[src/rtl/gradient_noise_4d_top_macros.svh]
// Assertion macros for the gradient noise block
`ifndef GRADIENT_NOISE_4D_TOP_MACROS_SVH
`define GRADIENT_NOISE_4D_TOP_MACROS_SVH
`ifndef ASSERT_OFF
`define GN_ASSERT(label, clk, rst_n, prop, msg) \
	label: assert property (@(posedge clk) disable iff (!rst_n) prop) else $error(msg);
`define GN_ASSERT_NR(label, clk, prop, msg) \
	label: assert property (@(posedge clk) prop) else $error(msg);
`else
`define GN_ASSERT(label, clk, rst_n, prop, msg)
`define GN_ASSERT_NR(label, clk, prop, msg)
`endif
`endif

[src/rtl/gn4d_pkg.sv]
// Shared types and constants for the gradient noise block
`default_nettype none
package gn4d_pkg;
	localparam int IDX_W = 8;
	localparam logic [7:0] IDX_MASK = 8'hff;
	localparam logic [4:0] GRAD_MASK = 5'h1f;
	localparam int FADE_C6 = 6;
	localparam int FADE_C15 = 15;
	localparam int FADE_C10 = 10;

	typedef enum logic [3:0] {
		ST_IDLE, ST_SPLIT, ST_FADE_T2, ST_FADE_T3, ST_FADE_OUT, ST_CORNER_RD,
		ST_CORNER_WT, ST_CORNER_DOT, ST_LERP_MUL, ST_LERP_ADD, ST_OUT
	} gn4d_state_t;

	typedef enum logic [1:0] {
		MS_T2, MS_T3, MS_FADE, MS_LERP
	} gn4d_mul_sel_t;

	typedef struct packed {
		logic          load_coords;
		logic          split;
		logic          mul_go;
		gn4d_mul_sel_t mul_sel;
		logic          fade_store;
		logic [1:0]    axis;
		logic          rd_go;
		logic [1:0]    rd_level;
		logic [3:0]    corner;
		logic          dot_store;
		logic [3:0]    lerp_idx;
		logic          lerp_store;
		logic          out_load;
	} gn4d_cmd_t;

	// component of gradient g for axis a: 1 pos, 2 neg, 0 zero
	function automatic logic [1:0] grad_comp(input logic [4:0] g, input logic [1:0] a);
		logic [1:0] p;
		logic       neg;
		logic [1:0] r;
		p = g[1:0];
		neg = 1'b0;
		r = 2'd0;
		// zero column: p==0 -> w, 1 -> z, 2 -> y, 3 -> x
		if ((2'd3 - a) != p) begin
			// sign bits: first nonzero uses g[4], second g[3], third g[2]
			case (p) inside
				2'd0, 2'd1: neg = (a == 2'd0) ? g[4] : (a == 2'd1) ? g[3] : g[2];
				2'd2: neg = (a == 2'd0) ? g[4] : (a == 2'd2) ? g[3] : g[2];
				default: neg = (a == 2'd1) ? g[4] : (a == 2'd2) ? g[3] : g[2];
			endcase
			r = neg ? 2'd2 : 2'd1;
		end
		return r;
	endfunction
endpackage
`default_nettype wire

[src/rtl/gn4d_ctrl.sv]
// Sequencer for the gradient noise block
`default_nettype none
module gn4d_ctrl
	import gn4d_pkg::*;
(
	input  wire logic      clk,
	input  wire logic      arst_n,
	input  wire logic      in_valid,
	input  wire logic      in_kind,
	output logic           in_stall,
	output logic           out_valid,
	input  wire logic      out_stall,
	output gn4d_cmd_t      cmd
);
	gn4d_state_t state_q, state_d;
	logic [1:0] axis_q, axis_d;
	logic [3:0] corner_q, corner_d;
	logic [1:0] lvl_q, lvl_d;
	logic [3:0] li_q, li_d;
	logic       ov_q, ov_d;

	always_ff @(posedge clk or negedge arst_n) begin
		if (!arst_n) begin
			state_q <= ST_IDLE;
			axis_q <= '0;
			corner_q <= '0;
			lvl_q <= '0;
			li_q <= '0;
			ov_q <= 1'b0;
		end else begin
			state_q <= state_d;
			axis_q <= axis_d;
			corner_q <= corner_d;
			lvl_q <= lvl_d;
			li_q <= li_d;
			ov_q <= ov_d;
		end
	end

	assign out_valid = ov_q;

	always_comb begin
		state_d = state_q;
		axis_d = axis_q;
		corner_d = corner_q;
		lvl_d = lvl_q;
		li_d = li_q;
		ov_d = ov_q && out_stall;
		cmd = '0;
		cmd.axis = axis_q;
		cmd.corner = corner_q;
		cmd.rd_level = lvl_q;
		cmd.lerp_idx = li_q;
		in_stall = 1'b1;
		unique case (state_q)
			ST_IDLE: begin
				in_stall = 1'b0;
				if (in_valid && in_kind) begin
					cmd.load_coords = 1'b1;
					state_d = ST_SPLIT;
				end
			end
			ST_SPLIT: begin
				cmd.split = 1'b1;
				axis_d = '0;
				state_d = ST_FADE_T2;
			end
			ST_FADE_T2: begin
				cmd.mul_go = 1'b1;
				cmd.mul_sel = MS_T2;
				state_d = ST_FADE_T3;
			end
			ST_FADE_T3: begin
				cmd.mul_go = 1'b1;
				cmd.mul_sel = MS_T3;
				state_d = ST_FADE_OUT;
			end
			ST_FADE_OUT: begin
				cmd.mul_go = 1'b1;
				cmd.mul_sel = MS_FADE;
				cmd.fade_store = 1'b1;
				axis_d = axis_q + 2'd1;
				if (axis_q == 2'd3) begin
					corner_d = '0;
					lvl_d = '0;
					state_d = ST_CORNER_RD;
				end else begin
					state_d = ST_FADE_T2;
				end
			end
			ST_CORNER_RD: begin
				cmd.rd_go = 1'b1;
				state_d = ST_CORNER_WT;
			end
			ST_CORNER_WT: begin
				lvl_d = lvl_q + 2'd1;
				state_d = (lvl_q == 2'd3) ? ST_CORNER_DOT : ST_CORNER_RD;
			end
			ST_CORNER_DOT: begin
				cmd.dot_store = 1'b1;
				corner_d = corner_q + 4'd1;
				if (corner_q == 4'd15) begin
					li_d = '0;
					state_d = ST_LERP_MUL;
				end else begin
					state_d = ST_CORNER_RD;
				end
			end
			ST_LERP_MUL: begin
				cmd.mul_go = 1'b1;
				cmd.mul_sel = MS_LERP;
				state_d = ST_LERP_ADD;
			end
			ST_LERP_ADD: begin
				cmd.lerp_store = 1'b1;
				li_d = li_q + 4'd1;
				state_d = (li_q == 4'd14) ? ST_OUT : ST_LERP_MUL;
			end
			ST_OUT: begin
				if (!ov_q || !out_stall) begin
					cmd.out_load = 1'b1;
					ov_d = 1'b1;
					state_d = ST_IDLE;
				end
			end
			default: state_d = ST_IDLE;
		endcase
	end
endmodule
`default_nettype wire

[config.mk]
export PLATFORM = sky130hd
export DESIGN_NAME = gn4d_ctrl
export DESIGN_NICKNAME = d
export VERILOG_FILES = /design/src/rtl/gradient_noise_4d_top_macros.svh /design/src/rtl/gn4d_pkg.sv /design/src/rtl/gn4d_ctrl.sv
export SDC_FILE = /design/constraint.sdc
export NUM_CORES = 1
export LEC_CHECK = 0
export BUFFER_PORTS_ARGS = -buffer_cell sky130_fd_sc_hd__buf_4
export CORE_MARGIN = 5
export CORE_UTILIZATION = 35
export DETAILED_ROUTE_END_ITERATION = 12
export PLACE_DENSITY = 0.6
export REMOVE_ABC_BUFFERS = 1
export SKIP_LAST_GASP = 1
export SYNTH_ARGS = -nofsm -noshare
export SYNTH_HDL_FRONTEND = slang
export SYNTH_SLANG_ARGS = --single-unit
[constraint.sdc]
create_clock -name clk -period 1.79 [get_ports clk]
set_input_delay 0.0895 -clock clk [delete_from_list [all_inputs] [get_ports clk]]
set_output_delay 0.0895 -clock clk [all_outputs]
set_load 0.02 [all_outputs]
# Word level (Yosys, flattened, before mapping)

Cells that the tools add are included.
Widths: inputs -> output; s select.

Register bits after elaboration: 17
Latch bits: 0
Bits in writable memories: 0
ROM bits: 0
Input bits: 5
Word-level logic and storage cells: 69
Memories: 0

Add/sub/neg operators: 4
Multiply operators: 0
Divide/modulo/power cells: 0
Order comparisons: 0
Equal/unequal tests: 18
Shift operators: 0
Multiplexer cells: 27
Bitwise operators: 0
Reduce and logical (&&, ||, !) cells: 14

Operator list:

| kind                | number |
|---|---|
| $pmux 4 s11         | 1 |
| $eq 4x4->1 const B  | 5 |
| $mux 4              | 5 |
| $eq 4x3->1 const B  | 4 |
| $pmux 4 s2          | 2 |
| $mux 1              | 12 |
| $pmux 3 s4          | 1 |
| $add 4x1->4 const B | 2 |
| $eq 4x2->1 const B  | 2 |
| $ne 2x2->1 const B  | 4 |
| $pmux 2 s2          | 2 |
| $reduce_and 2->1    | 4 |
| $reduce_bool 2->1   | 4 |
| $mux 2              | 3 |
| $add 2x1->2 const B | 2 |
| $eq 2x2->1 const B  | 2 |
| $eq 4x1->1 const B  | 1 |
| $logic_not 4->1     | 1 |
| $mux 3              | 1 |
| $logic_and 1x1->1   | 2 |
| $logic_not 1->1     | 2 |
| $logic_or 1x1->1    | 1 |

# Longest topological paths before layout

Word-level depth: 4
Gate-level depth with buffers: 6
Mapped depth without buffers: 5

# Worst setup path before layout

Ideal clock, no wire load.

Path type: register to register
Start: reg corner_q[0]
End: reg state_q[2]
Data arrival time: 1.455 ns
Required time: 1.679 ns
Path slack: 0.224 ns
Stages on the path, launching flop included: 5
Path buffers: 0
Period minus slack after synthesis: 1.566 ns
Cell sequence: dfrtp_1 > ha_1 > and3_1 > and4_1 > a2111oi_2

Longest elaborated chain between the ends: 3

RTL lines:

| element                  | line             | RTL |
|---|---|---|
| start: declaration       | gn4d_ctrl.sv:17  | `logic [3:0] corner_q, corner_d;` |
| start signal: assignment | gn4d_ctrl.sv:33  | `corner_q <= corner_d;` |
| $eq 4x4->1               | gn4d_ctrl.sv:102 | `if (corner_q == 4'd15) begin` |
| $mux 4                   | gn4d_ctrl.sv:102 |  |
| $pmux 4 s11              | gn4d_ctrl.sv:55  | `unique case (state_q)` |
| end signal: assignment   | gn4d_ctrl.sv:31  | `state_q <= state_d;` |
| end: declaration         | gn4d_ctrl.sv:15  | `gn4d_state_t state_q, state_d;` |

No other way between the ends.
A chain may end at the register's enable or synchronous reset.

==> impl_results.md <==
- I/O Buffers: 28
- Final period util: between 90% and 100%
- CTS tree: yes
- Hpwl dp: 1950 um
- Sequential Area: 430 um2
- N_diodes: 0
- Peak Freq: around 0.58 GHz
- Post-layout util: a little under half
- Final setup violation count: 0
- EDFF count, synth: 0
- Drt first-iter violations: 32
- Critical path's slowest cell: dfrtp_2
- Worst slew margin: between 70 and 80%
- Vias post-DR: 1010
- Top cells by area, synth: dfrtp_1 38%, ha_1 5.6%, a21oi_1 5.4%, nor2_1 3.7%, a22o_1 3.2%
- Most frequent cells in the layout: 40 x buf_4, 13 x dfrtp_1, 12 x a21oi_1
- Most used DFF post-synth: dfrtp_1
- Worst-path maximum fanout: 8
- Synth cell types: 43
- Gate Count Post-Synth: roughly 120
- Yosys top cell area share: between 30% and 40%
- Clock-pin slew on the worst setup and hold paths: roughly 0.090 ns
- Synth Area per Inst: 9.49 um2
- Critical path arrival: around 1.6 ns
- Synth async-reset ratio: between 90% and 100%
- Area leader, netlist: dfrtp_1
- Synth Warn #: 0
- Clock latency at the later pin of the worst-skew pair: around 0.29 ns
- Sequential element share of the synthesized area: between 30% and 40%
- Row count: 20
- Final Skew: between 0.006 and 0.007 ns
- WP buf/inv: 1
- Die area: 4400 um2
- Total GRT Usage: between 10% and 20%
- Final worst setup slack: between 0.05 and 0.06 ns
- Initial antenna violation count: 0
- CP required: between 1.5 and 2 ns
- Hold_ws: around 0.021 ns
- Wirelength per Cell: 13.4 um
- Slowest stage delay, CP: 0.47 ns
- Routed Antenna Nets: 0
- Pre-CTS WS: roughly 0.20 ns
- R2R cell count: 4
- Multi-input gate area: 616 um2
- Ratio of cells with drive above 1 in the final layout: 41.3%
- CTS max path bufs: 2
- CP top delay family: simple AND/OR/NAND/NOR gates
- Status: completed
- Starting Density: 36.4%
- WS Path Type: register to output port
- Area Overhead vs Synth: 31.2%
- Die H: about 66 um
- Critical Path Sink Type: output port
- Max VDD drop: ~0.56 mV
- Num CTS Buffers: 3
- Max-Cap Viols: 0
- Stages on the worst setup path: 4
- # IOs: 29
- Placed insts: around 190
- Vias in the first global route: slightly above 900
- Hold crit path type: primary input to register
- Cell Count, Final, Fillers Out: 199
- Vias per inst: slightly above 5
- Core area: roughly 3100 um2
- Commonest non-fill, non-tap cell in the layout: buf_4
- P_leak: 0.680 nW
- CTS sink cnt: 17
- Final WL: 2660 um
- Slew Limit Fails: 0
- # fillers: between 300 and 400
- Nets: 166
- Root Buffer: clkbuf_4
- #FFs+latches synth: 17
- Cell Pwr Density: 1470 nW/um2
- DRC: 0
- Cell Chain, Critical Path: or2_4, or3_4, nor2_2, buf_4
- Global-route wire length before repair: around 4200 um
- Drt pass-1 iters: 4
- Htree depth: 1
- Fin. Hold Viols: 0
- Die span in x: approximately 66 um
- Largest net degree at the start of global routing: 18
- Gpl congestion: 0.784
- Cell Area, Synth: between 1000 and 1500 um2
- GR Overflow Total: 0
- Startpoint Class: register
- WHS Path Cells: 3
- Worst-Margin Slew: between 0.3 and 0.4 ns
- Final Critical Period: 1.73 ns
[area by class of cell]
cell class	count	area share, %
Multi-Input combinational cell	88	42.3
Sequential cell	17	29.6
Inverter	5	1.29
Tap cell	44	3.78
Timing Repair Buffer	41	21.3
Clock buffer	4	1.80
[power by group]
part	internal (mW)	switching (mW)	leakage, nW
Sequential	0.488	0.125	0.221
Clock	0.0868	0.123	0.0150
Combinational	0.641	0.682	0.443
[metal layers]
layer | global-route usage (%) | vias up | part of all wire, %
li1 | - | 507 | -
met1 | 16.1 | 468 | 45
met2 | 19.8 | 31 | 48
met3 | 2.38 | 4 | 5.2
met4 | 5.33 | 0 | 1.7
met5 | 0 | - | 0
[flip-flops by register name (all words and copies together) (netlist names)]
register,count
axis_q,2
li_q,4
lvl_q,2
out_valid,1
state_q,4
corner_q,4
[tightest hold or removal path: stages]
cell,delay (ns)
buf_4,0.08
nand2_1,0.05
nand2_1,0.06
[cells in the mapped netlist (2+ instances only)]
cell type	count
nor2_1	11
nand2_1	9
buf_6	2
inv_2	2
a21oi_1	12
o21ai_1	5
and3_1	2
dfrtp_1	17
a311oi_1	2
a211oi_1	2
a22o_1	4
nor3_1	3
a21oi_2	2
mux2_2	2
ha_1	5
nand4_1	2
o22ai_1	2
inv_1	3
buf_4	2
nand2b_1	3
buf_2	3
[per-stage QoR]
stage	cell area (um2)	TNS [ns]	power, mW
floorplan	1060	0	1.37
finish	1460	0	2.14
CTS	1390	-0.0111	2.02
detailed placement	1350	0	1.79
global placement	1350	0	1.77
global route	1460	-0.00431	2.31
[final timing paths]
| kind | from | slack, ns | endpoint |
|---|---|---|---|
| worst max-delay path | state_q[1]$_DFFE_PN0P_ | 0.06 | cmd[21] |
| worst min-delay path | out_stall | 0.02 | out_valid$_DFF_PN0_ |
| worst max register to register | corner_q[0]$_DFFE_PN0P_ | 0.19 | state_q[2]$_DFFE_PN0P_ |
| worst min register to register | li_q[3]$_DFFE_PN0P_ | 0.52 | li_q[3]$_DFFE_PN0P_ |
| max in group asynchronous | arst_n | 1.39 | state_q[1]$_DFFE_PN0P_ |
| min in group asynchronous | arst_n | 0.18 | corner_q[0]$_DFFE_PN0P_ |
[cells by family after synthesis]
| family | share of synthesized area, % |
|---|---|
| xor gates and xnor gates | 0.789 |
| buffers and inverters | 6.43 |
| muxes | 2.93 |
| DFF | 38.3 |
| adders and majority gates | 5.64 |
| AOI/OAI and AO/OA | 23.8 |
| and+or+nand+nor | 22.1 |
[repair_timing]
| action | CTS | global route |
|---|---|---|
| setup endpoints to repair | 2 | 2 |
| setup buffers | 0 | 9 |
| endpoints found under the hold margin | 17 | 0 |
| resized for setup | 3 | 2 |
| hold buffers | 1 | 0 |
No activity file was read; power rests on OpenSTA's default activity.
